[src/sv/plce_ram.sv]
// ----------------------------------------------------------------------------
// Generic RAM
// One write port and one read port with registered read data.
// ----------------------------------------------------------------------------
module plce_ram #(
  parameter int WIDTH = 8,
  parameter int DEPTH = 16
) (
  input  logic                                      clk_i,
  input  logic                                      we_i,
  input  logic [((DEPTH > 1) ? $clog2(DEPTH) : 1)-1:0] waddr_i,
  input  logic [WIDTH-1:0]                          wdata_i,
  input  logic [((DEPTH > 1) ? $clog2(DEPTH) : 1)-1:0] raddr_i,
  output logic [WIDTH-1:0]                          rdata_o
);

  logic [WIDTH-1:0] mem_q [DEPTH];
  logic [WIDTH-1:0] rdata_q;

  always_ff @(posedge clk_i) begin
    if (we_i) begin
      mem_q[waddr_i] <= wdata_i;
    end
    rdata_q <= mem_q[raddr_i];
  end

  assign rdata_o = rdata_q;

endmodule

[config.mk]
export PLATFORM = sky130hd
export DESIGN_NAME = plce_ram
export DESIGN_NICKNAME = d
export VERILOG_FILES = /design/src/sv/plce_ram.sv
export SDC_FILE = /design/constraint.sdc
export NUM_CORES = 1
export LEC_CHECK = 0
export ABC_AREA = 1
export CAP_MARGIN = 40
export CORE_ASPECT_RATIO = 0.5
export CORE_MARGIN = 4
export CORE_UTILIZATION = 55
export CTS_CLUSTER_DIAMETER = 100
export DETAILED_ROUTE_END_ITERATION = 8
export DONT_BUFFER_PORTS = 1
export GPL_ROUTABILITY_DRIVEN = 0
export PLACE_DENSITY = 0.79
export SLEW_MARGIN = 5
export SYNTH_ARGS = -nofsm -noshare
export SYNTH_HDL_FRONTEND = slang
export SYNTH_SLANG_ARGS = --single-unit
[constraint.sdc]
create_clock -name clk_i -period 1.45 [get_ports clk_i]
set_input_delay 0.145 -clock clk_i [delete_from_list [all_inputs] [get_ports clk_i]]
set_output_delay 0.145 -clock clk_i [all_outputs]
set_load 0.03 [all_outputs]
Word-level counts from Yosys, hierarchy flattened:

Memory sizes are Yosys's and may differ from the RTL's. A register that Yosys moved wholly into a read port is not among the register bits.
Index checks and enable logic that the tools add are counted.

* output and inout port bits: 8
* logic and storage cells: 3
* memory bits (writable): 128
* register bits after elaboration: 0
* memories kept: 1

* mux-type cells: 2

Memory list
* mem_q: words 16, width 8, rd ports 1, clocked after memory_dff 1, wr ports 1, line 17 `logic [WIDTH-1:0] mem_q [DEPTH];`

Operators with widths (number)
* 2-to-1 mux 1 bit: 2

Depth between registers and ports, before layout:

* word-level depth: 2
* mapped depth: 8
* gate-level depth less buffers: 7

Least setup slack after synthesis:

OpenSTA, ideal clock, no wires.

* path type: input to register
* start: input waddr_i[2] in the netlist's numbering
* end: memory mem_q[10][0] (enable)
* stages on the path: 2
* buffers on the path: 0
* arrival: 0.726 ns
* required time: 1.080 ns
* slack: 0.354 ns
* cell sequence: nand3b_1 -> nor2_1

RTL lines
* start, declared: line 11 `input logic [((DEPTH > 1) ? $clog2(DEPTH) : 1)-1:0] waddr_i,`
* end, declared: line 17

No word-level cell before the write port.

Final worst setup path:

* start: register rdata_q[1], in the netlist rdata_o[1], read port of mem_q
* end: output rdata_o[1]

RTL lines
* start, declared: line 18 `logic [WIDTH-1:0] rdata_q;`
* end, declared: line 14 `output logic [WIDTH-1:0] rdata_o`

No word-level cell between the ends.

==> impl_results.md <==
* Critical path launch point type: flop
* Tightest Pin Transition at 0.848 ns
* Worst reg-to-reg path cell count at 6
* H-tree level count at 4
* CP Capture Type: primary output
* Avg Synthesized Cell Area at 10.5 sq um
* Leak at between 2 and 3 nW
* Clock sink count at 136
* Layout cells sized above 1 at 0.0878
* Number of pins with negative max-slew slack in the final report at 0
* Overall power after layout at ~9 mW
* Area added between synthesis and finish at 14.7%
* Number of hold violations in the final report at 0
* Die extent in y at 80.4 um
* Maximum net fanout on the critical path at 1
* Aggregate global-route resource usage at 0.233
* Distinct cell type count of the synthesized netlist at 12
* Pin count of the biggest net entering global routing at 66
* Number of vias after detailed routing at approximately 3900
* Peak supply drop at 0.761 mV
* Count of maximum capacitance violations at 0
* Average via count per standard cell at 5.37
* Commonest non-fill, non-tap cell in the layout: nand2_1
* Highest achievable clock rate at 856 MHz
* Stages on the worst setup path at 0
* Terminus of the critical flop-to-flop path: rdata_o[1]$_DFF_P_
* Clk pin slew, worst setup/hold paths at 0.05 ns
* Antenna violations before repair at 0
* Flop-to-flop setup slack at 0.38 ns
* Total Negative Setup Slacks at 0 ns
* Inserted Clock Buffers at 17
* Launch point of the worst reg-to-reg path: mem_q[9][1]$_DFFE_PP_
* CP required at 1.31 ns
* Worst hold-check path type: input port to flop
* Pre-Repair DR Iteration Count at 5
* Total number of yosys warnings at 0
* Final global-route overflow total at 0
* Clock network latency to the later pin of the worst-skew pair at around 0.42 ns
* Post-synth net total at 569
* Violation count after the first detailed-routing iteration at 646
* TritonCTS clock tree: built
* Cell count after synthesis at 551
* Setup-failing EPs final at 0
* Dpl hpwl at 7810 um
* Vias in the first global route at 3759
* Buffer levels on the longest clock path at 2
* Setup repair after global routing missed its margin: no
* Root Buffer Master: clkbuf_16
* Startpoint-to-endpoint class of the critical path: flop to primary output
* Die X at 153 um
* Post-DR wirelength/cell at roughly 18 um
* Final Cycle Share at 0.806
* Cell area after technology mapping at between 5000 and 6000 sq um
* Commonest non-fill, non-tap cells in the layout: nand2_1 (173), edfxtp_1 (128), inv_1 (100), nand3_1 (97), buf_4 (21)
* First-pass GRT wire length at 20800 um
* Data arrival time of the worst path at 1.02 ns
* Max Clock Skew at 0.00606 ns
* Number of routed nets with antenna violations at 0
* Buffers added on ports at 0
* I/O pin total at 26
* Antenna cells at 0
* Minimum clock period at around 1.2 ns
* WL final at 13500 um
* PD cells at 1350 nW/um^2
* Post-synthesis sequential area ratio at 0.694
* Total of cells resized after clock tree synthesis at 0
* Starting density of the core at 0.565
* Area of the die at 12300 sq um
* Number of core rows at 26
* Register bit total from synthesis at about 140
* Outcome: complete, no violations
* Count of buffers added by post-CTS timing repair for setup at 0
* Worst Setup EP: rdata_o[1]
* Core outline area at 10200 sq um
* DRC violations left at 0
* Relative max-transition margin at 0.433
* Layout net count at 597
* Worst Setup SP: rdata_o[1]$_DFF_P_
-- stage by stage --
step | utilization | instance area [sq um] | hold WS (ns) | worst slack, ns | instances
after floorplan | - | 5770 | 0.244 | 0.354 | 551
final | 0.648 | 6620 | 0.0280 | 0.282 | 732
after CTS | 0.648 | 6620 | 0.00300 | 0.285 | 732
after global routing | 0.648 | 6620 | 0.0269 | 0.281 | 732
after global placement | 0.583 | 5950 | 0.245 | 0.324 | 689
after detailed placement | 0.583 | 5950 | 0.245 | 0.306 | 689
-- cells in the mapped netlist, drive strengths merged --
cell type	instances	area share
dfxtp	8	0.028
nand2	173	0.11
inv	102	0.066
nor2	17	0.011
buf	24	0.029
nand3b	2	0.0026
nand3	97	0.084
edfxtp	128	0.67
-- layout make-up --
type	count	area (sq um)
inverters	102	383
fillers	717	3600
repair buffers	33	288
clock buffers	23	478
multi-input cells	289	1210
clock inverters	9	73.8
flip-flops and latches	136	4000
well taps	140	175
-- worst min path at each step --
stage | from | end | slack [ns] | cells past startpoint
floorplan | wdata_i[0] | mem_q[0][0]$_DFFE_PP_ | 0.24 | 0
global placement | wdata_i[0] | mem_q[12][0]$_DFFE_PP_ | 0.24 | 0
detailed placement | wdata_i[0] | mem_q[13][0]$_DFFE_PP_ | 0.24 | 0
CTS | raddr_i[1] | rdata_o[4]$_DFF_P_ | 0.003 | 4
global route | raddr_i[2] | rdata_o[7]$_DFF_P_ | 0.03 | 3
finish | raddr_i[1] | rdata_o[4]$_DFF_P_ | 0.03 | 4
-- what timing repair did --
action,4_1_cts,5_1_grt
endpoints found under the hold margin,136,0
endpoints found under the setup margin,0,0
hold buffers,11,0
-- metal layers --
layer  global-route usage  vias to the layer above  part of all wire  wire, um
met5                    0                        -                 0         0
met4                0.116                        0             0.027       362
met3               0.0710                       37              0.12      1550
met2                0.356                      241              0.46      6250
met1                0.306                     1820              0.39      5320
li1                     -                     1832                 -         -
-- state kept, by name, summed over array words and instances (netlist names) --
register,flops
rdata_o,8
mem_q,128
-- logic make-up after synthesis --
| group | count (synthesis) | share of synthesized area |
|---|---|---|
| simple gates | 289 | 0.210 |
| flops | 136 | 0.694 |
| buf+inv | 126 | 0.0952 |
-- power by group --
| part | total (mW) | internal [mW] | switching (mW) | leakage (nW) |
|---|---|---|---|---|
| Sequential | 4.49 | 4.40 | 0.0933 | 1.22 |
| Combinational | 0.463 | 0.147 | 0.316 | 1.36 |
| Clock | 4.00 | 2.47 | 1.54 | 0.270 |
| Total | 8.96 | 7.01 | 1.95 | 2.85 |
Note: power is estimated with default switching activity, not from simulation.
