$ cat config.mk
export PLATFORM = sky130hd
export DESIGN_NAME = plce_lane
export DESIGN_NICKNAME = d
export VERILOG_FILES = /design/src/sv/plce_pkg.sv /design/src/sv/plce_ram.sv /design/src/sv/plce_lane.sv
export SDC_FILE = /design/constraint.sdc
export NUM_CORES = 1
export LEC_CHECK = 0
export BUFFER_PORTS_ARGS = -buffer_cell sky130_fd_sc_hd__buf_2
export CAP_MARGIN = 40
export CORE_MARGIN = 3
export CORE_UTILIZATION = 45
export CTS_CLUSTER_DIAMETER = 30
export CTS_CLUSTER_SIZE = 30
export DETAILED_ROUTE_END_ITERATION = 8
export PLACE_DENSITY = 0.67
export SYNTH_ARGS = -nofsm -noshare
export SYNTH_HDL_FRONTEND = slang
export SYNTH_SLANG_ARGS = --single-unit
$ cat constraint.sdc
create_clock -name clk_i -period 2.97 [get_ports clk_i]
set_input_delay 0 -clock clk_i [delete_from_list [all_inputs] [get_ports clk_i]]
set_output_delay 0 -clock clk_i [all_outputs]
set_load 0.01 [all_outputs]
$ cat src/sv/plce_pkg.sv
// ----------------------------------------------------------------------------
// Curve engine package
// Shared widths, register codes and lane result types.
// ----------------------------------------------------------------------------
package plce_pkg;

  localparam int MAX_NODES = 64;
  localparam int LANES     = 4;
  localparam int LANE_W    = $clog2(LANES);
  localparam int ROWS      = (MAX_NODES + LANES - 1) / LANES;
  localparam int ROW_W     = (ROWS > 1) ? $clog2(ROWS) : 1;
  localparam int IDX_W     = $clog2(MAX_NODES);
  localparam int CNT_W     = $clog2(MAX_NODES + 1);

  localparam int POS_W     = 24;
  localparam int VAL_W     = 16;
  localparam int SAMPLE_W  = 17;
  localparam int NCH       = 3;
  localparam int BYTE_W    = 8;
  localparam int WIDE_W    = 28;
  localparam int SPAN_W    = POS_W + 1;
  localparam int PROD_W    = SAMPLE_W + 1 + SPAN_W;
  localparam int FRAC_W    = 16;
  localparam int T_W       = 16;
  localparam int DIV_CNT_W = $clog2(T_W + 1);
  localparam int VS_W      = 2 * VAL_W + 2;
  localparam int ACC_W     = VS_W + 9;
  localparam int ROUND_SH  = 31;
  localparam int CFG_IDX_W = 2;

  localparam logic [POS_W-1:0] RANGE_MIN_RST = 24'hFC0000;
  localparam logic [POS_W-1:0] RANGE_MAX_RST = 24'h0BFF00;

  localparam logic CMD_ADD  = 1'b0;
  localparam logic CMD_EVAL = 1'b1;

  typedef enum logic [CFG_IDX_W-1:0] {
    REG_RANGE_MIN = 2'd0,
    REG_RANGE_MAX = 2'd1
  } cfg_reg_e;

  typedef struct packed {
    logic             hit;
    logic [POS_W-1:0] pos;
  } lane_res_t;

  typedef struct packed {
    logic              found;
    logic [LANE_W-1:0] lane;
    logic [POS_W-1:0]  p1;
    logic [POS_W-1:0]  p2;
  } merge_res_t;

endpackage

$ cat src/sv/plce_ram.sv
// ----------------------------------------------------------------------------
// Generic RAM
// One write port and one read port with registered read data.
// ----------------------------------------------------------------------------
module plce_ram #(
  parameter int WIDTH = 8,
  parameter int DEPTH = 16
) (
  input  logic                                      clk_i,
  input  logic                                      we_i,
  input  logic [((DEPTH > 1) ? $clog2(DEPTH) : 1)-1:0] waddr_i,
  input  logic [WIDTH-1:0]                          wdata_i,
  input  logic [((DEPTH > 1) ? $clog2(DEPTH) : 1)-1:0] raddr_i,
  output logic [WIDTH-1:0]                          rdata_o
);

  logic [WIDTH-1:0] mem_q [DEPTH];
  logic [WIDTH-1:0] rdata_q;

  always_ff @(posedge clk_i) begin
    if (we_i) begin
      mem_q[waddr_i] <= wdata_i;
    end
    rdata_q <= mem_q[raddr_i];
  end

  assign rdata_o = rdata_q;

endmodule

$ cat src/sv/plce_lane.sv
// ----------------------------------------------------------------------------
// Curve engine scan lane
// Holds one bank of node positions and tests the segment that ends at the
// entry read from it.
// ----------------------------------------------------------------------------
module plce_lane (
  input  logic                               clk_i,
  input  logic                               we_i,
  input  logic [plce_pkg::ROW_W-1:0]         waddr_i,
  input  logic [plce_pkg::POS_W-1:0]         wdata_i,
  input  logic [plce_pkg::ROW_W-1:0]         raddr_i,
  input  logic [plce_pkg::POS_W-1:0]         prev_i,
  input  logic signed [plce_pkg::WIDE_W-1:0] pos_i,
  input  logic [plce_pkg::CNT_W-1:0]         idx_i,
  input  logic [plce_pkg::CNT_W-1:0]         cnt_i,
  output plce_pkg::lane_res_t                res_o
);

  logic [plce_pkg::POS_W-1:0]         rd_pos;
  logic signed [plce_pkg::WIDE_W-1:0] lo_ext;
  logic signed [plce_pkg::WIDE_W-1:0] hi_ext;
  logic                               in_table;

  plce_ram #(
    .WIDTH(plce_pkg::POS_W),
    .DEPTH(plce_pkg::ROWS)
  ) u_bank (
    .clk_i  (clk_i),
    .we_i   (we_i),
    .waddr_i(waddr_i),
    .wdata_i(wdata_i),
    .raddr_i(raddr_i),
    .rdata_o(rd_pos)
  );

  assign lo_ext = $signed({{(plce_pkg::WIDE_W - plce_pkg::POS_W){prev_i[plce_pkg::POS_W-1]}},
                           prev_i});
  assign hi_ext = $signed({{(plce_pkg::WIDE_W - plce_pkg::POS_W){rd_pos[plce_pkg::POS_W-1]}},
                           rd_pos});
  assign in_table = (idx_i != '0) && (idx_i < cnt_i);

  assign res_o.hit = in_table && (lo_ext <= pos_i) && (pos_i < hi_ext);
  assign res_o.pos = rd_pos;

endmodule

-- Word-level counts from Yosys, hierarchy flattened
Memories as Yosys holds them, arrays and structs flattened. A register that Yosys moved wholly into a read port is not among the register bits.
Cells that the tools add are included.
- register bits: 0
- bits in writable memories: 384
- input port bits: 100
- output and inout port bits: 25
- word-level logic and storage cells: 10
- memories kept: 1
- memories (name ; depth ; bits a word ; read ports ; clocked after Yosys merged registers in ; write ports ; line ; source):
    u_bank.mem_q ; 16 ; 24 ; 1 ; 1 ; 1 ; plce_ram.sv:17 ; logic [WIDTH-1:0] mem_q [DEPTH];
- $lt $le $gt $ge: 3
- mux-type cells: 2
- reductions and logical operators: 4
- operator list (kind ; count):
    $le 24x28->1 ; 1
    $lt 28x24->1 ; 1
    $lt 7x7->1 ; 1
    $reduce_bool 7->1 ; 1
    $logic_and 1x1->1 ; 3
    $mux 1 ; 2

-- Depth between registers and ports, before layout
- depth in word-level cells: 4
- mapped depth: 9
- depth with buffers taken out: 9

-- Hierarchy
From an unflattened synthesis, not the netlist that was laid out.
- cells, all modules: 855
- area total of the unflattened synthesis: 16533.4 sq um
- by module, submodules not included (module ; instances ; cells an instance ; area an instance (sq um) ; seq. area each (sq um)):
    plce_ram ; 1 ; 636 ; 14930.6 ; 12011.5
    plce_lane ; 1 ; 219 ; 1602.8 ; 0.0

-- Worst setup path before layout
No wires, ideal clock.
- path kind: input to register
- from: in waddr_i[2] (netlist bit)
- to: mem u_bank.mem_q[0][0] (netlist bit) (enable)
- library setup time: 435 ps
- arrival: 2182 ps
- data required time: 2535 ps
- setup slack: 353 ps
- cell stages on the path: 2
- buffers on the path: 0
- cell sequence: or3b_2 > nor3_1
- RTL lines (element ; line ; source):
    from (decl) ; plce_lane.sv:9 ; input logic [plce_pkg::ROW_W-1:0] waddr_i,
    to (decl) ; plce_ram.sv:17 ;
No word-level cell before the write port.

==> qor.yml <==
worst_setup_path:
  critPathKind: "flip-flop to output pin"
  worstSetupEndpointType: "output pin"
  cp_num_buf_inv: 2
  startpoint_type: "flip-flop"
  cp_max_fo: 2
  crit_chain: "inv_1, ha_1, and4_2, a221o_2, a21oi_1, o21ai_1, nor4b_2, o221a_1, buf_2"
  worstPathArrival_ns: 2.72
  slowest_stage: "dfxtp_1"
  r2r_slack_ns: 1.41
  worst_ep_required_time_ns: 2.97
  crit_family: "compound AO/OA/AOI/OAI gates"
  critPathMaxStageDelay_ns: 0.36
place:
  port_buffers: 124
  gp_congestion: 0.792
  place_area_um2: 17900
  hpwl_um: 20300
sta:
  max_slew.worst_pin.slew_ns: 0.858
  fin_skew_ns: 0.0146
  min_period_ns: 2.72
  fmax_ghz: 0.368
  tns_ns: 0
  finalHoldViolCount: 0
  slew_viol_final: 0
  finalSetupViolations: 0
  post-route-period-util_pct: 91.5
  slew_headroom_pct: 42.8
  rsz0062_at_grt: "false"
cts:
  ctsResizeCount: 0
  insertion_delay_ns: 0.56
  htree_levels: 3
  clockBufferDepth: 3
  ctsRootBufferMaster: "clkbuf_16"
  clk_pin_slew_ns: 0.06
  cts_buffers: 66
  clock-sinks: 408
  cts_tree: "yes"
synth:
  synth_seq_cells: 408
  async_reset_ff_share_pct: 0
  synthTopCellsByArea: "edfxtp_1, mux4_2, ha_1"
  synth.largest_area_cell: "edfxtp_1"
  ys_seq_area_share_pct: 72.5
  synth_edf_count: 384
  netlist_area_um2: 16600
  yosys.cell_types.count: 43
  yosys_most_used_dff: "edfxtp_1"
  syn-mean-instance-area_um2: 20.9
  yosys.area.top_type_share_pct: 69.6
  syn-num-nets: 953
  yosys_warnings: 0
  synthCells: 792
global_route:
  top_usage_layer: "met2"
  grt_util_all_layers_pct: 19.2
  grt_pass1_wl_um: 55100
  grt_use_met3_pct: 4.65
  use_met1_pct: 26.1
  use_met2_pct: 31.2
  grt_max_degree: 41
  grt_pass1_vias: 9050
  grt_antenna_before_repair: 5
  overflow: 0
finish:
  drive_above_1_share_pct: 37.3
  final_cell_mix: "edfxtp_1, buf_2, mux4_2"
  area_growth_pct: 22.6
  utilization_pct: 56.5
  final_area_um2: 20300
  fill_cells: 2663
  layout.nets: 1165
  layout_commonest_cell: "edfxtp_1"
drt:
  ant_nets: 0
  dr.pass1.iters: 5
  wl_per_cell_um: 24.2
  via_per_inst: 5.62
  wirelength_um: 36700
  vias: 8533
  drcViolationCount: 0
  drtIter0Drc: 785
pwr:
  comb_power_share_pct: 6.4
  p_sw_w: 0.00316
  power_density_nw_per_um2: 721
  peakVddDrop_mv: 0.472
  leakagePower_nw: 7.23
  pwr-share-seq_pct: 44.4
  switching_share_pct: 21.6
  power_w: 0.0146
  p_int_w: 0.0115
  p_clk_share_pct: 49.2
floorplanning:
  core_area_um2: 35900
  io_pins: 125
  die_w_um: 198
  row_count: 69
  die_area_um2: 39100
  start_util_pct: 46.1
  dieHeight_um: 198
run_status:
  status: "complete, no violations"
min_path:
  holdCritPathClass: "primary input to flip-flop"
job:
  max-cap-violations: 0
==> flip-flops by register name, summed over array words and instances, names as in the netlist <==
name and count:
u_bank.rdata_o 24, u_bank.mem_q 384
==> worst paths after layout <==
path / startpoint / end / cells past startpoint
setup / recovery: u_bank.rdata_o[17]$_DFF_P_ / res_o[24] / 9
hold / removal: waddr_i[1] / u_bank.mem_q[8][21]$_DFFE_PP_ / 3
setup reg to reg: u_bank.mem_q[12][5]$_DFFE_PP_ / u_bank.rdata_o[5]$_DFF_P_ / 2
hold reg to reg: u_bank.mem_q[2][20]$_DFFE_PP_ / u_bank.rdata_o[20]$_DFF_P_ / 2
==> layer usage <==
layer | share of wire, % | vias up
met5 | 0.025 | -
met4 | 1.9 | 2
met3 | 7.9 | 60
met2 | 48 | 346
met1 | 42 | 4408
li1 | - | 3717
==> tightest hold or removal path, cell delays in order <==
cell    delay [ns]
buf_2         0.17
nor3_2        0.06
buf_4         0.28
==> cell usage after synthesis, types with 4 or more instances <==
master / n
buf_1: 5
nand2_1: 7
nor2_1: 17
buf_6: 6
o21ai_0: 9
a21o_1: 7
ha_1: 61
nand2b_1: 4
edfxtp_1: 384
nand3_1: 4
a21oi_1: 18
mux4_2: 120
inv_1: 59
nor3_1: 7
dfxtp_1: 24
buf_2: 7
nand4_1: 11
clkbuf_1: 9
==> power by group through the flow <==
stage	sequential [W]	combinational, W	clock (W)
3_5_place_dp	0.00661	0.000916	0
6_report	0.00650	0.000931	0.00721
4_1_cts	0.00650	0.000950	0.00732
5_1_grt	0.00651	0.00103	0.00762
3_3_place_gp	0.00660	0.000898	0
2_1_floorplan	0.00662	0.000520	0
==> logic make-up after synthesis <==
family	count (synthesis)	synth area share, %
compound gates	47	1.84
xor+xnor	1	0.0529
fa+ha+maj	61	4.61
simple gates	68	2.32
mux	120	16.3
buf+inv	87	2.30
flops	408	72.5
==> final cells by class <==
| cell class | count | area, um2 | area share [%] |
|---|---|---|---|
| flip-flops and latches | 408 | 12000 | 59.2 |
| multi-input cells | 297 | 4270 | 21.1 |
| clock buffers | 79 | 1750 | 8.63 |
| repair buffers | 172 | 1090 | 5.36 |
| well taps | 461 | 577 | 2.84 |
| clock inverters | 40 | 378 | 1.86 |
| inverters | 59 | 221 | 1.09 |
| diodes | 1 | 2.50 | 0.0123 |
==> through the flow <==
stage	hold WS, ns	worst slack [ns]	instances
after CTS	0.180	0.201	1516
after detailed placement	0.382	0.806	1373
after floorplan	0.0989	0.353	792
after global placement	0.372	0.826	1373
final	0.194	0.252	1517
after global routing	0.197	0.0937	1516
==> repair_timing <==
action | 4_1_cts | 5_1_grt
setup endpoints to repair | 0 | 0
hold buffers | 24 | 0
buffers inserted | 0 | 0
endpoints found under the hold margin | 384 | 0
No activity file was read; power rests on OpenSTA's default activity.
