File: config.mk
export PLATFORM = sky130hd
export DESIGN_NAME = plce_div
export DESIGN_NICKNAME = d
export VERILOG_FILES = /design/src/sv/plce_pkg.sv /design/src/sv/plce_div.sv
export SDC_FILE = /design/constraint.sdc
export NUM_CORES = 1
export LEC_CHECK = 0
export ABC_AREA = 1
export BUFFER_PORTS_ARGS = -buffer_cell sky130_fd_sc_hd__buf_2
export CAP_MARGIN = 5
export CORE_ASPECT_RATIO = 1.4
export CORE_UTILIZATION = 58
export DETAILED_ROUTE_END_ITERATION = 7
export GPL_ROUTABILITY_DRIVEN = 0
export HOLD_SLACK_MARGIN = 0.03
export PLACE_DENSITY = 0.85
export SYNTH_ARGS = -nofsm -noshare
export SYNTH_HDL_FRONTEND = slang
export SYNTH_SLANG_ARGS = --single-unit
File: constraint.sdc
create_clock -name clk_i -period 2.9 [get_ports clk_i]
set_clock_uncertainty 0.15 [all_clocks]
set_input_delay 0 -clock clk_i [delete_from_list [all_inputs] [get_ports clk_i]]
set_output_delay 0 -clock clk_i [all_outputs]
set_load 0.005 [all_outputs]
File: src/sv/plce_pkg.sv
// ----------------------------------------------------------------------------
// Curve engine package
// Shared widths, register codes and lane result types.
// ----------------------------------------------------------------------------
package plce_pkg;

  localparam int MAX_NODES = 64;
  localparam int LANES     = 4;
  localparam int LANE_W    = $clog2(LANES);
  localparam int ROWS      = (MAX_NODES + LANES - 1) / LANES;
  localparam int ROW_W     = (ROWS > 1) ? $clog2(ROWS) : 1;
  localparam int IDX_W     = $clog2(MAX_NODES);
  localparam int CNT_W     = $clog2(MAX_NODES + 1);

  localparam int POS_W     = 24;
  localparam int VAL_W     = 16;
  localparam int SAMPLE_W  = 17;
  localparam int NCH       = 3;
  localparam int BYTE_W    = 8;
  localparam int WIDE_W    = 28;
  localparam int SPAN_W    = POS_W + 1;
  localparam int PROD_W    = SAMPLE_W + 1 + SPAN_W;
  localparam int FRAC_W    = 16;
  localparam int T_W       = 16;
  localparam int DIV_CNT_W = $clog2(T_W + 1);
  localparam int VS_W      = 2 * VAL_W + 2;
  localparam int ACC_W     = VS_W + 9;
  localparam int ROUND_SH  = 31;
  localparam int CFG_IDX_W = 2;

  localparam logic [POS_W-1:0] RANGE_MIN_RST = 24'hFC0000;
  localparam logic [POS_W-1:0] RANGE_MAX_RST = 24'h0BFF00;

  localparam logic CMD_ADD  = 1'b0;
  localparam logic CMD_EVAL = 1'b1;

  typedef enum logic [CFG_IDX_W-1:0] {
    REG_RANGE_MIN = 2'd0,
    REG_RANGE_MAX = 2'd1
  } cfg_reg_e;

  typedef struct packed {
    logic             hit;
    logic [POS_W-1:0] pos;
  } lane_res_t;

  typedef struct packed {
    logic              found;
    logic [LANE_W-1:0] lane;
    logic [POS_W-1:0]  p1;
    logic [POS_W-1:0]  p2;
  } merge_res_t;

endpackage

File: src/sv/plce_div.sv
// ----------------------------------------------------------------------------
// Curve engine fraction divider
// Restoring divider, one quotient bit per cycle, for num * 2^16 / den with
// num below den.
// ----------------------------------------------------------------------------
module plce_div (
  input  logic                           clk_i,
  input  logic                           rst_ni,
  input  logic                           start_i,
  input  logic [plce_pkg::POS_W-1:0]     num_i,
  input  logic [plce_pkg::POS_W-1:0]     den_i,
  output logic                           done_o,
  output logic [plce_pkg::T_W-1:0]       quot_o
);

  logic [plce_pkg::POS_W-1:0]     rem_q;
  logic [plce_pkg::POS_W-1:0]     den_q;
  logic [plce_pkg::T_W-1:0]       quot_q;
  logic [plce_pkg::DIV_CNT_W-1:0] cnt_q;
  logic                           busy_q;
  logic                           done_q;
  logic [plce_pkg::POS_W:0]       rem_sh;
  logic [plce_pkg::POS_W:0]       rem_sub;
  logic                           ge;
  logic [plce_pkg::POS_W-1:0]     rem_d;

  always_comb begin
    rem_sh  = {rem_q, 1'b0};
    rem_sub = rem_sh - {1'b0, den_q};
    ge      = (rem_sh >= {1'b0, den_q});
    rem_d   = ge ? rem_sub[plce_pkg::POS_W-1:0] : rem_sh[plce_pkg::POS_W-1:0];
  end

  always_ff @(posedge clk_i or negedge rst_ni) begin
    if (!rst_ni) begin
      rem_q  <= '0;
      den_q  <= '0;
      quot_q <= '0;
      cnt_q  <= '0;
      busy_q <= 1'b0;
      done_q <= 1'b0;
    end else begin
      done_q <= 1'b0;
      if (start_i) begin
        rem_q  <= num_i;
        den_q  <= den_i;
        quot_q <= '0;
        cnt_q  <= plce_pkg::DIV_CNT_W'(plce_pkg::T_W);
        busy_q <= 1'b1;
      end else if (busy_q) begin
        rem_q  <= rem_d;
        quot_q <= {quot_q[plce_pkg::T_W-2:0], ge};
        cnt_q  <= cnt_q - 1'b1;
        if (cnt_q == plce_pkg::DIV_CNT_W'(1)) begin
          busy_q <= 1'b0;
          done_q <= 1'b1;
        end
      end
    end
  end

  assign done_o = done_q;
  assign quot_o = quot_q;

endmodule

Word level (Yosys, flattened, before mapping)
Index checks and enable logic that the tools add are counted.
- register bits after elaboration: 71
- output and inout bits: 17
- word-level logic and storage cells: 24
- $add $sub $neg: 2
- magnitude comparators: 1
- equality and inequality tests: 1
- mux-type cells: 13
- reduce and logical (&&, ||, !) cells: 1
- operators with widths (cell ; number):
    two-way mux 24 bit ; 3
    two-way mux 16 bit ; 2
    greater-or-equal comparator 25 x 24 -> 1 bit ; 1
    subtractor 24 bit ; 1
    two-way mux 5 bit ; 2
    two-way mux 1 bit ; 6
    == test 5 x 1 -> 1 bit, second input constant ; 1
    subtractor 5 x 1 -> 5 bit, second input constant ; 1
    nonzero test 2 bit ; 1

Longest topological paths before layout
- word-level depth: 4
- depth in mapped cells: 16
- gate-level depth less buffers: 16

Worst setup path after synthesis
Ideal clock, no wire load.
- path kind: register to register
- start point: register rem_q[19] (netlist bit)
- end point: register rem_q[19] (netlist bit)
- library setup time: 0.116 ns
- arrival time: 1.808 ns
- path slack: 0.826 ns
- cell stages (with the launch flop): 13
- buffers on the path: 1
- cell sequence: dfrtp_1 ha_1 a21oi_1 nand2_1 nand2_1 nand2_1 a21oi_4 nand3_4 buf_6 nand2_1 nand3_1 nand2_1 nand2_1
- word-level cells in the longest chain between the ends: 4
- RTL lines (item ; RTL line ; text):
    start: declaration ; plce_div.sv:16 ; logic [plce_pkg::POS_W-1:0] rem_q;
    start signal: assignment ; plce_div.sv:45 ; rem_q <= num_i;
    start signal: assignment ; plce_div.sv:51 ; rem_q <= rem_d;
    greater-or-equal comparator 25 x 24 -> 1 bit ; plce_div.sv:30 ; ge = (rem_sh >= {1'b0, den_q});
    two-way mux 24 bit ; plce_div.sv:31 ; rem_d = ge ? rem_sub[plce_pkg::POS_W-1:0] : rem_sh[plce_pkg::POS_W-1:0];
    two-way mux 24 bit ; plce_div.sv:50 ; end else if (busy_q) begin
    two-way mux 24 bit ; plce_div.sv:44 ; if (start_i) begin
Every way passes these cells. The select of a mux whose other input is x is not followed.
A chain may end at the register's enable or synchronous reset.

Worst setup path in the final report
- start point: register rem_q[18] (netlist bit)
- end point: register rem_q[8] (netlist bit)
Same word-level chain as after synthesis.

==> results.sh <==
export IMPL_syn2layout_area_growth_pct=23.75
export IMPL_synth_main_ff_cell="dfrtp_1"
export IMPL_synth_top_cell_by_area="dfrtp_1"
export IMPL_grt_usage_pct=32.46
export IMPL_fin_crit_sh_pct=93.12
export IMPL_worstPathCellList="ha_1, nand2_2, inv_2, nand2_1, nand2_1, nand2_1, nand2_1, a21oi_4, nand3_4, buf_4, o21ai_1, o21ai_1"
export IMPL_drc_errors=0
export IMPL_drtPass1Iterations=6
export IMPL_finalWorstSetupSlack_ns=0.1996
export IMPL_slew_headroom_pct=50.25
export IMPL_max_freq_mhz=370.3
export IMPL_worst_slew_pin_slew_ns=0.7455
export IMPL_dieArea_um2=8463
export IMPL_seq_area_frac_synth_pct=37.85
export IMPL_yosysUniqueCellTypes=33
export IMPL_synth_cells=651
export IMPL_final_nets=845
export IMPL_critPathMaxFanout=25
export IMPL_setup_viol=0
export IMPL_synth_seq_cells=71
export IMPL_floorplan_rows=38
export IMPL_hp_class="primary input to async pin"
export IMPL_reg2reg_depth=12
export IMPL_die_w_um=78.04
export IMPL_grt_max_degree=75
export IMPL_htreeDepth=3
export IMPL_required_ns=2.97
export IMPL_start_kind="flip-flop"
export IMPL_gr_total_overflow=0
export IMPL_core_area_um2=7797
export IMPL_num_io_pins=68
export IMPL_async_flop_share_pct=100.0
export IMPL_cts_tree="built"
export IMPL_cts_sinks=71
export IMPL_num_antenna_cells=0
export IMPL_grt_pass1_wl_mm=21.18
export IMPL_worstSetupPathType="flip-flop to flip-flop"
export IMPL_maxCapViolations=0
export IMPL_syn_avg_cell_area_um2=7.211
export IMPL_critPathCaptureType="flip-flop"
export IMPL_yosysWarnings=0
export IMPL_place_inst=806
export IMPL_reg2reg_from="rem_q[18]$_DFFE_PN0P_"
export IMPL_wl_mm=12.52
export IMPL_synth_edf_count=0
export IMPL_r2r_setup_slack_ns=0.20
export IMPL_drtAntennaViolNets=0
export IMPL_ir_drop_v=0.0006031
export IMPL_routedWlPerCell_um=14.40
export IMPL_dp_hpwl_mm=8.549
export IMPL_fillCellCount=579
export IMPL_numCtsBuffers=9
export IMPL_hold_violations=0
export IMPL_initial_core_util_pct=60.21
export IMPL_r2r_end="rem_q[8]$_DFFE_PN0P_"
export IMPL_cts_setup_buffers=0
export IMPL_cp_depth=12
export IMPL_cp_slowest_stage_delay_ns=0.45
export IMPL_clock_path_buffers=2
export IMPL_clk_latency_ns=0.37
export IMPL_pre_cts_ws_ns=0.2430
export IMPL_instances_no_fill=870
export IMPL_min_period_ns=2.700
export IMPL_cp_top_family="simple AND/OR/NAND/NOR gates"
export IMPL_syn_nets=729
export IMPL_drive_gt1_share_pct=13.77
export IMPL_first_iter_violations=332
export IMPL_fin_tns_setup_ns=0
export IMPL_crit_top_cell="nand2_1"
export IMPL_synthesis_area_um2=4695
export IMPL_antenna_found_initial=0
export IMPL_slowest_stage="dfrtp_1"
export IMPL_portBuffers=67
export IMPL_fin_util_pct=74.50
export IMPL_synth_common_cells="191 x nand2_1, 103 x inv_1, 71 x dfrtp_1, 42 x o21ai_0, 36 x nor2_1"
export IMPL_yosys_area_top_type_share_pct=37.85
export IMPL_slew_viol_final=0
export IMPL_p_per_area_nw_per_um2=885.0
export IMPL_outcome="finished, final reports clean"
export IMPL_synthTopCellsByArea="dfrtp_1 38%, nand2_1 15%, inv_1 8.2%, ha_1 6.9%, o21ai_0 4.5%"
export IMPL_power_mw=5.141
export IMPL_startpoint="rem_q[18]$_DFFE_PN0P_"
export IMPL_multi_input_area_um2=2435
export IMPL_via_per_inst=5.534
export IMPL_leakagePower_nw=3.078
export IMPL_vias=4815
export IMPL_endpoint="rem_q[8]$_DFFE_PN0P_"
export IMPL_arrival_ns=2.77
export IMPL_cp_buffers_inverters=2
export IMPL_seq_area_um2=1777
export IMPL_grt_pass1_vias=4814
export IMPL_clockRootBuffer="clkbuf_8"
export IMPL_rsz0062_at_grt="no"
export IMPL_synth_most_common_cell="nand2_1"
export IMPL_die_h_um=108.5
export IMPL_clk_pin_slew_worst_paths_ns=0.07
==> worst min-delay path: stages <==
cell           delay (ns)
dlygate4sd3_1        0.52
buf_2                0.12
buf_12               0.31
==> area by class of cell <==
| class | count | area share [%] |
|---|---|---|
| Clock inverter | 4 | 0.8184 |
| Clock buffer | 10 | 2.369 |
| Tap cell | 100 | 2.154 |
| Multi-Input combinational cell | 456 | 41.91 |
| Sequential cell | 71 | 30.58 |
| Timing Repair Buffer | 122 | 15.25 |
| Inverter | 107 | 6.914 |
==> metrics by stage <==
step	cell area (um^2)	hold WS, ns
after floorplan	4695	-0.4456
after detailed placement	5119	-0.1014
after CTS	5804	0.05008
final	5809	0.03341
after global routing	5809	0.07645
after global placement	5119	-0.09749
==> worst min path at each step <==
stage / endpoint / cells after the start
global placement: den_q[11]$_DFFE_PN0P_ / 2
finish: den_q[11]$_DFFE_PN0P_ / 3
floorplan: busy_q$_DFF_PN0_ / 0
global route: den_q[10]$_DFFE_PN0P_ / 3
CTS: den_q[10]$_DFFE_PN0P_ / 3
detailed placement: den_q[10]$_DFFE_PN0P_ / 2
==> routing by layer <==
layer	wire [um]	up-vias	global-route usage [%]
met3	705	63	5.232
met5	0	-	0
met2	6289	221	56.70
met1	4879	2210	36.00
met4	650	0	22.75
li1	-	2321	-
==> where the power goes <==
part	total, mW	internal [mW]	switching [mW]	leakage (nW)
sequential	1.40	1.21	0.182	0.881
clock	0.774	0.408	0.366	0.0940
combinational	2.97	1.07	1.90	2.10
==> state kept, by name, summed over array words and instances, names as in the netlist <==
| name | flops |
|---|---|
| cnt_q | 5 |
| busy_q | 1 |
| done_o | 1 |
| den_q | 24 |
| quot_o | 16 |
| rem_q | 24 |
==> cells in the final DEF (no fill, tap or decap), types with 2 or more instances in the layout <==
cell,n
a21oi_1,22
nor2_1,36
buf_2,67
ha_1,26
o21ai_1,16
nand4_1,11
clkinv_2,2
inv_2,3
xnor2_1,9
nor4_1,2
nor3_1,3
inv_1,103
o22ai_1,15
nand3b_1,4
buf_4,4
o21ai_0,42
a21oi_2,2
nand3_1,34
o21bai_1,2
or2_1,4
a22oi_1,18
xor2_1,2
dfrtp_1,71
dlygate4sd3_1,50
nor2_2,4
clkbuf_8,10
nand2_2,5
nand2_1,191
==> logic make-up after synthesis <==
logic type                 Yosys count  share of synthesized area [%]
AOI/OAI and AO/OA                  119                          14.61
xor gates and xnor gates            11                          2.052
adders and majority gates           27                          7.356
buffers and inverters              124                          10.39
DFF                                 71                          37.85
and+or+nand+nor                    299                          27.75
==> timing repair <==
item,4_1_cts,5_1_grt
endpoints found under the setup margin,0,1
hold endpoints to repair,120,0
resized for setup,0,1
hold buffers,50,0
No activity file was read; power rests on OpenSTA's default activity.
