--- src/sv/plce_pkg.sv ---
// ----------------------------------------------------------------------------
// Curve engine package
// Shared widths, register codes and lane result types.
// ----------------------------------------------------------------------------
package plce_pkg;

  localparam int MAX_NODES = 64;
  localparam int LANES     = 4;
  localparam int LANE_W    = $clog2(LANES);
  localparam int ROWS      = (MAX_NODES + LANES - 1) / LANES;
  localparam int ROW_W     = (ROWS > 1) ? $clog2(ROWS) : 1;
  localparam int IDX_W     = $clog2(MAX_NODES);
  localparam int CNT_W     = $clog2(MAX_NODES + 1);

  localparam int POS_W     = 24;
  localparam int VAL_W     = 16;
  localparam int SAMPLE_W  = 17;
  localparam int NCH       = 3;
  localparam int BYTE_W    = 8;
  localparam int WIDE_W    = 28;
  localparam int SPAN_W    = POS_W + 1;
  localparam int PROD_W    = SAMPLE_W + 1 + SPAN_W;
  localparam int FRAC_W    = 16;
  localparam int T_W       = 16;
  localparam int DIV_CNT_W = $clog2(T_W + 1);
  localparam int VS_W      = 2 * VAL_W + 2;
  localparam int ACC_W     = VS_W + 9;
  localparam int ROUND_SH  = 31;
  localparam int CFG_IDX_W = 2;

  localparam logic [POS_W-1:0] RANGE_MIN_RST = 24'hFC0000;
  localparam logic [POS_W-1:0] RANGE_MAX_RST = 24'h0BFF00;

  localparam logic CMD_ADD  = 1'b0;
  localparam logic CMD_EVAL = 1'b1;

  typedef enum logic [CFG_IDX_W-1:0] {
    REG_RANGE_MIN = 2'd0,
    REG_RANGE_MAX = 2'd1
  } cfg_reg_e;

  typedef struct packed {
    logic             hit;
    logic [POS_W-1:0] pos;
  } lane_res_t;

  typedef struct packed {
    logic              found;
    logic [LANE_W-1:0] lane;
    logic [POS_W-1:0]  p1;
    logic [POS_W-1:0]  p2;
  } merge_res_t;

endpackage

--- src/sv/plce_merge.sv ---
// ----------------------------------------------------------------------------
// Curve engine lane merge
// Picks the lowest lane that found its segment and forwards its end points.
// ----------------------------------------------------------------------------
module plce_merge (
  input  plce_pkg::lane_res_t [plce_pkg::LANES-1:0]                        lanes_i,
  input  logic [plce_pkg::LANES-1:0][plce_pkg::POS_W-1:0]                  prev_i,
  output plce_pkg::merge_res_t                                             res_o
);

  always_comb begin
    res_o = '0;
    for (int k = plce_pkg::LANES - 1; k >= 0; k--) begin
      if (lanes_i[k].hit) begin
        res_o.found = 1'b1;
        res_o.lane  = plce_pkg::LANE_W'(k);
        res_o.p1    = prev_i[k];
        res_o.p2    = lanes_i[k].pos;
      end
    end
  end

endmodule

--- config.mk ---
export PLATFORM = sky130hd
export DESIGN_NAME = plce_merge
export DESIGN_NICKNAME = d
export VERILOG_FILES = /design/src/sv/plce_pkg.sv /design/src/sv/plce_merge.sv
export SDC_FILE = /design/constraint.sdc
export NUM_CORES = 1
export LEC_CHECK = 0
export ABC_CLOCK_PERIOD_IN_PS = 1050
export BUFFER_PORTS_ARGS = -buffer_cell sky130_fd_sc_hd__buf_2
export CAP_MARGIN = 5
export CORE_AREA = 2 2 96 98
export DETAILED_ROUTE_END_ITERATION = 10
export DIE_AREA = 0 0 98 100
export SLEW_MARGIN = 30
export SYNTH_ARGS = -nofsm -noshare
export SYNTH_HDL_FRONTEND = slang
export SYNTH_SLANG_ARGS = --single-unit
--- constraint.sdc ---
create_clock -name vclk -period 1.05
set_input_delay 0.105 -clock vclk [all_inputs]
set_output_delay 0.105 -clock vclk [all_outputs]
set_load 0.005 [all_outputs]
# Word-level counts from Yosys, hierarchy flattened
# Cells that the tools add are included.
[word_totals] ff_bits=0 in_bits=196 word_cells=4 output_inout_bits=51
[op_classes] n_mux=4
[ops] op="2-to-1 mux 51 bit" n=4

# Depth between registers and ports, before layout
# Gate-level depths: netlist of the first run.
[logic_depth] depth_word=4 ltp_mapped=6 mapped_depth_nobuf=3

# Worst setup path after synthesis of the first run
# No wires, ideal clock.
[synth_timing] path_kind="input port to output port" start="input port lanes_i[74] (netlist bit)" end="output port res_o[28] (netlist bit)" t_arrival_ps=836 required_ps=945 stages=6 setup_slack_ps=109 path_cell_list="buf_2 -> nor2b_4 -> buf_6 -> buf_6 -> a22oi_1 -> a21oi_1"
[synth_rtl] element="start: declaration" line_no="plce_merge.sv:6" source="input plce_pkg::lane_res_t [plce_pkg::LANES-1:0] lanes_i,"
[synth_rtl] element="end: declaration" line_no="plce_merge.sv:8" source="output plce_pkg::merge_res_t res_o"

==> reports/qor.csv, run 1 <==
stage,metric,value,unit
cells_and_area,layout cells sized above 1,78.3,%
placed_design,port buffer count,247,
timing,Final Critical Period,1.13,ns
critical_path,crit-path cells,buf_8 -> nor2b_4 -> buf_12 -> buf_12 -> a22oi_1 -> a21oi_1 -> buf_2,
timing,Final period util,108,%
placed_design,DP HPWL,6870,um
timing,Max Clk Rate,882,MHz
clock_network,Post-CTS Hold Buffers,0,
power_and_ir_drop,Static Leak,1.50,nW
critical_path,crit-path max FO,18,
logic_synthesis,mapped cell area,0.00111,sq mm
global_route,GR Util met3,1.46,%
logic_synthesis,Yosys cell types,15,
die,die width,98,um
status,status,"finished, violations left",
cells_and_area,NumNets Final,627,
logic_synthesis,Avg Inst Size Synth,6.19,sq um
global_route,met1 GRT Util,18.2,%
critical_path,WS Path Type,input pin to primary output,
timing,worst slew pin tran,0.235,ns
placed_design,GP Congestion,0.782,
route,DRT iter0 DRCs,77,
route,vias per cell,4.96,
die,Cell Rows,35,
cells_and_area,"commonest non-fill, non-tap cells in the layout","243 x buf_2, 38 x o22ai_1, 31 x a22oi_2, 31 x a21oi_1, 17 x a22oi_1",
logic_synthesis,Ys Warns,0,
cells_and_area,"most common cell after layout, fill and taps aside",buf_2,
run,maxcap violations,0,
cells_and_area,final core utilization,35.2,%
global_route,vias in the first global route,2422,
global_route,GRT Max-Usage Layer,met2,
cells_and_area,# clk buffers,0,
route,total wire length,9440,um
die,core area,0.00889,sq mm
global_route,met2 Usage GRT,27.6,%
cells_and_area,Post-Layout Cell Count,541,
logic_synthesis,part of the Yosys area used for sequential elements,0,%
logic_synthesis,syn nets,376,
power_and_ir_drop,final total power,1.45,mW
critical_path,"slowest stage delay, CP",0.18,ns
route,Avg WL per Cell,17.4,um
logic_synthesis,Syn Inst Count,180,
route,via count,2683,
global_route,antenna violations before repair,1,
critical_path,worst path buffer plus inverter count,4,
timing,RSZ-0062 raised after global routing,true,
timing,worst hold margin,0.476,ns
route,drt pass-1 iters,4,
status,failing checks,negative setup slack,
global_route,gr usage total,14.6,%
critical_path,"Slowest-stage cell, CP",a21oi_1,
timing,Final Hold Fails,0,
route,DRC,0,
timing,headroom to the max-slew limit,84.3,%
die,top-level port count,247,
hold_path,Hold Crit Class,input pin to primary output,
cells_and_area,P&R area growth vs syn,181,%
global_route,global route total overflow,0,
critical_path,cell repeated most along the worst path,buf_12,
die,Die Height,100,um
die,Initial Utilization,12.5,%
critical_path,Worst setup EP type,primary output,
placed_design,Post-DP Area,0.00261,sq mm
cells_and_area,Sequential Area,0,sq um
power_and_ir_drop,Peak VDD IR,112,uV
critical_path,worst endpoint required time,0.94,ns
power_and_ir_drop,Pwr per Cell Area,463,mW/mm^2
route,number of nets with antenna violations after routing,0,
global_route,global-route wire length before repair,12000,um
critical_path,CP top delay family,buffers and inverters,
global_route,largest net degree at the start of global routing,32,
placed_design,cell count after placement,531,
die,Die Area,0.00980,sq mm
timing,max-slew violations,0,
cells_and_area,sequential cell count,0,
critical_path,Worst setup SP type,input pin,
timing,final worst setup slack,-0.0842,ns
cells_and_area,post-route cell area,0.00313,sq mm
critical_path,Critical Path AT,1.03,ns
timing,final-report setup violation count,40,
final cells by class:
class	instances	area (sq um)
antenna	1	2.50
fill	943	5760
inverter	1	3.75
multi-input combinational	153	1240
tap	111	139
timing repair buffer	275	1740
worst paths after layout:
kind	startpoint	end	slack (ns)	cells past startpoint
worst min-delay path	lanes_i[99]	res_o[50]	0.48	4
worst max-delay path	lanes_i[74]	res_o[18]	-0.08	7
metal layers:
| layer | share of wire (%) | vias up | wire length, um |
|---|---|---|---|
| met5 | 0 | - | 0 |
| met4 | 1.6 | 0 | 150 |
| met3 | 8.3 | 12 | 788 |
| met2 | 54 | 184 | 5080 |
| met1 | 36 | 1226 | 3420 |
| li1 | - | 1261 | - |
per-stage QoR:
| stage | setup WS, ns | setup TNS [ns] |
|---|---|---|
| 6_report | -0.0842 | -1.04 |
| 3_5_place_dp | -0.158 | -1.97 |
| 3_3_place_gp | -0.136 | -1.27 |
| 2_1_floorplan | 0.109 | 0 |
| 5_1_grt | -0.133 | -3.05 |
| 4_1_cts | -0.156 | -1.84 |
tightest hold or removal path, cell delays in order:
cell and delay (ns):
buf_6 0.07, nor2_1 0.04, nand2_1 0.05, buf_2 0.10
cell usage after synthesis:
cell type   n  area [sq um]
a21oi_1    47           235
buf_4       2          15.0
nand2b_1    1          6.26
buf_6       5          56.3
nand2_1     1          3.75
nor2_1      5          18.8
buf_2      13          65.1
o22ai_1    47           294
a22oi_1    48           360
a211oi_1    1          7.51
clkbuf_1    6          22.5
inv_1       1          3.75
nor3b_1     1          7.51
nor3_1      1          5.00
nor2b_4     1          13.8
cells by family after synthesis:
logic type	Yosys count	share of synthesized area (%)
and+or+nand+nor	10	4.94
buffers and inverters	27	14.6
AOI/OAI and AO/OA	143	80.5
power by group:
part | internal (mW) | leakage, nW | total, mW | switching [mW]
sequential | 0 | 0 | 0 | 0
combinational | 0.806 | 1.50 | 1.45 | 0.641
clock | 0.000000127 | 0.00000634 | 0.000000127 | 0
total | 0.806 | 1.50 | 1.45 | 0.641
what timing repair did:
action	CTS	global route
endpoints found under the setup margin	40	51
gates cloned	0	7
buffers inserted	0	11
pin swaps	2	44
resized for setup	6	66
(Power assumes the default switching activity.)
==> inputs of run 2 (changes only) <==
--- a/config.mk
+++ b/config.mk
@@ -6,7 +6,7 @@
 export NUM_CORES = 1
 export LEC_CHECK = 0
 export ABC_CLOCK_PERIOD_IN_PS = 1050
-export BUFFER_PORTS_ARGS = -buffer_cell sky130_fd_sc_hd__buf_2
+export BUFFER_PORTS_ARGS = -buffer_cell sky130_fd_sc_hd__buf_4
 export CAP_MARGIN = 5
 export CORE_AREA = 2 2 96 98
 export DETAILED_ROUTE_END_ITERATION = 10
==> run 2 against run 1 <==
The run still ends with negative setup slack left. Worst hold slack better by 0.013 ns. Utilization increased by 7.9 points. Wire length is 7.7% higher. Die area is the same. Setup slack worse by 0.056 ns. First-iteration DRC count decreased by 29%. Power up 24%. Final cell count increased by 1.7%. Global-route usage is 2.8 points higher. Count of clock-buffer cells in the layout stayed put.
==> reports/qor.csv, run 2 (synthesized netlist as in run 1, its figures left out) <==
stage,metric,value,unit,change
status,status,"finished, violations left",,
status,failing checks,negative setup slack,,
timing,Final Critical Period,1.19,ns,+0.0556 ns
placed_design,port buffer count,247,,unchanged
cells_and_area,sequential cell count,0,,unchanged
critical_path,Worst setup SP type,input pin,,
critical_path,Critical Path AT,1.08,ns,+0.05 ns
critical_path,"slowest stage delay, CP",0.14,ns,-0.04 ns
power_and_ir_drop,Static Leak,1.77,nW,+18%
cells_and_area,"commonest non-fill, non-tap cells in the layout","255 x buf_4, 46 x o22ai_1, 35 x a22oi_2",,
critical_path,cell repeated most along the worst path,buf_12,,
timing,worst slew pin tran,0.259,ns,+0.0234 ns
timing,final worst setup slack,-0.140,ns,-0.0556 ns
die,top-level port count,247,,unchanged
cells_and_area,Fill cells,882,,-6.5%
global_route,global-route wire length before repair,14000,um,+17%
die,Cell Rows,35,,unchanged
hold_path,Hold Path Depth,4,,unchanged
power_and_ir_drop,Pwr per Cell Area,470,mW/mm^2,+1.5%
cells_and_area,P&R area growth vs syn,244,%,
route,vias per cell,4.94,,-0.46%
placed_design,DP HPWL,7240,um,+5.3%
timing,Final period util,113,%,+5.3 points
route,total wire length,10200,um,+7.7%
cells_and_area,NumNets Final,637,,+1.6%
route,DRC,0,,unchanged
cells_and_area,"most common cell after layout, fill and taps aside",buf_4,,
critical_path,"Slowest-stage cell, CP",a22oi_2,,
cells_and_area,# clk buffers,0,,unchanged
placed_design,cell count after placement,537,,+1.1%
cells_and_area,Sequential Area,0,sq um,unchanged
die,Die Area,0.00980,sq mm,unchanged
hold_path,Hold Crit Class,input pin to primary output,,
timing,RSZ-0062 raised after global routing,true,,
run,maxcap violations,0,,unchanged
cells_and_area,Multi-input gate area,0.00123,sq mm,-1.1%
critical_path,Worst setup EP type,primary output,,
timing,max-slew violations,0,,unchanged
global_route,largest net degree at the start of global routing,30,,-6.3%
global_route,vias in the first global route,2666,,+10%
hold_path,Hold Path Sink,res_o[50],,
route,DRT iter0 DRCs,55,,-29%
power_and_ir_drop,Peak VDD IR,141,uV,+26%
hold_path,hold_sp,lanes_i[99],,
global_route,antenna violations before repair,0,,-1
route,number of nets with antenna violations after routing,0,,unchanged
placed_design,GP Congestion,0.761,,-2.6%
critical_path,WS Path Type,input pin to primary output,,
critical_path,worst endpoint required time,0.94,ns,about the same
timing,Max Clk Rate,840,MHz,-4.7%
die,die width,98,um,unchanged
route,via count,2715,,+1.2%
global_route,global route total overflow,0,,unchanged
route,drt pass-1 iters,4,,unchanged
route,Avg WL per Cell,18.5,um,+5.9%
clock_network,Post-CTS Hold Buffers,0,,unchanged
critical_path,crit-path cells,buf_6 -> nor2b_4 -> buf_12 -> buf_12 -> buf_8 -> a22oi_2 -> a21oi_2 -> buf_4,,
timing,final-report setup violation count,47,,+18%
timing,headroom to the max-slew limit,82.7,%,-1.6 points
cells_and_area,final core utilization,43.1,%,+7.9 points
cells_and_area,Ant. Diodes,0,,-1
timing,worst hold margin,0.488,ns,+0.0127 ns
global_route,gr usage total,17.4,%,+2.8 points
die,Die Height,100,um,unchanged
die,Initial Utilization,12.5,%,unchanged
cells_and_area,Post-Layout Cell Count,550,,+1.7%
timing,Final Hold Fails,0,,unchanged
die,core area,0.00889,sq mm,unchanged
critical_path,crit-path max FO,5,,-13
cells_and_area,layout cells sized above 1,78.8,%,+0.49 points
timing,total negative slack,-3.04,ns,-2.00 ns
[run 2: changes by cell type in the layout (fill, tap and decap cells not counted), sizes merged]
| cell | previous run | this run |
|---|---|---|
| diode | 1 | 0 |
| buf | 270 | 282 |
| clkbuf | 5 | 3 |
[run 2: what timing repair did]
action | 4_1_cts | 5_1_grt
pin swaps | 37 | 12
setup endpoints to repair | 48 | 50
buffers inserted | 2 | 4
gates cloned | 3 | 4
resized for setup | 44 | 33
[run 2: area by class of cell]
type | count | share of cell area, %
Tap cell | 111 | 3.63
Inverter | 1 | 0.0980
Multi-Input combinational cell | 153 | 32.1
Timing Repair Buffer | 285 | 64.2
[run 2: how the worst max path moves through the flow]
| stage | from | slack (ns) | to |
|---|---|---|---|
| 2_1_floorplan | lanes_i[74] | 0.11 | res_o[28] |
| 4_1_cts | lanes_i[99] | -0.1 | res_o[26] |
| 3_5_place_dp | lanes_i[74] | -0.17 | res_o[4] |
| 6_report | lanes_i[99] | -0.14 | res_o[15] |
| 5_1_grt | lanes_i[99] | -0.16 | res_o[15] |
| 3_3_place_gp | lanes_i[74] | -0.14 | res_o[4] |
[run 2: layer usage]
layer  vias up  global-route usage (%)  wire length (um)
met1      1277                    20.3              3810
met4         0                    1.28                80
met5         -                       0                 0
met3         6                    2.09               701
met2       153                    35.1              5570
li1       1279                       -                 -
[run 2: stage by stage]
step / total power [mW] / cell area [sq um] / worst slack, ns
floorplan: 0.462 / 1110 / 0.109
global placement: 1.49 / 3280 / -0.140
detailed placement: 1.51 / 3280 / -0.170
CTS: 1.67 / 3580 / -0.0985
global route: 1.91 / 3830 / -0.162
finish: 1.80 / 3830 / -0.140
[run 2: worst max-delay path: cells and delay by family]
kind	cells	cell delay, ns
buf+inv	5	0.62
compound gates	2	0.22
simple gates	1	0.13
[run 2: report_power, final]
part | internal (mW) | leakage [nW] | switching [mW] | total, mW
clock network | 0 | 0 | 0 | 0
logic | 1.13 | 1.77 | 0.669 | 1.80
registers | 0 | 0 | 0 | 0
total | 1.13 | 1.77 | 0.669 | 1.80
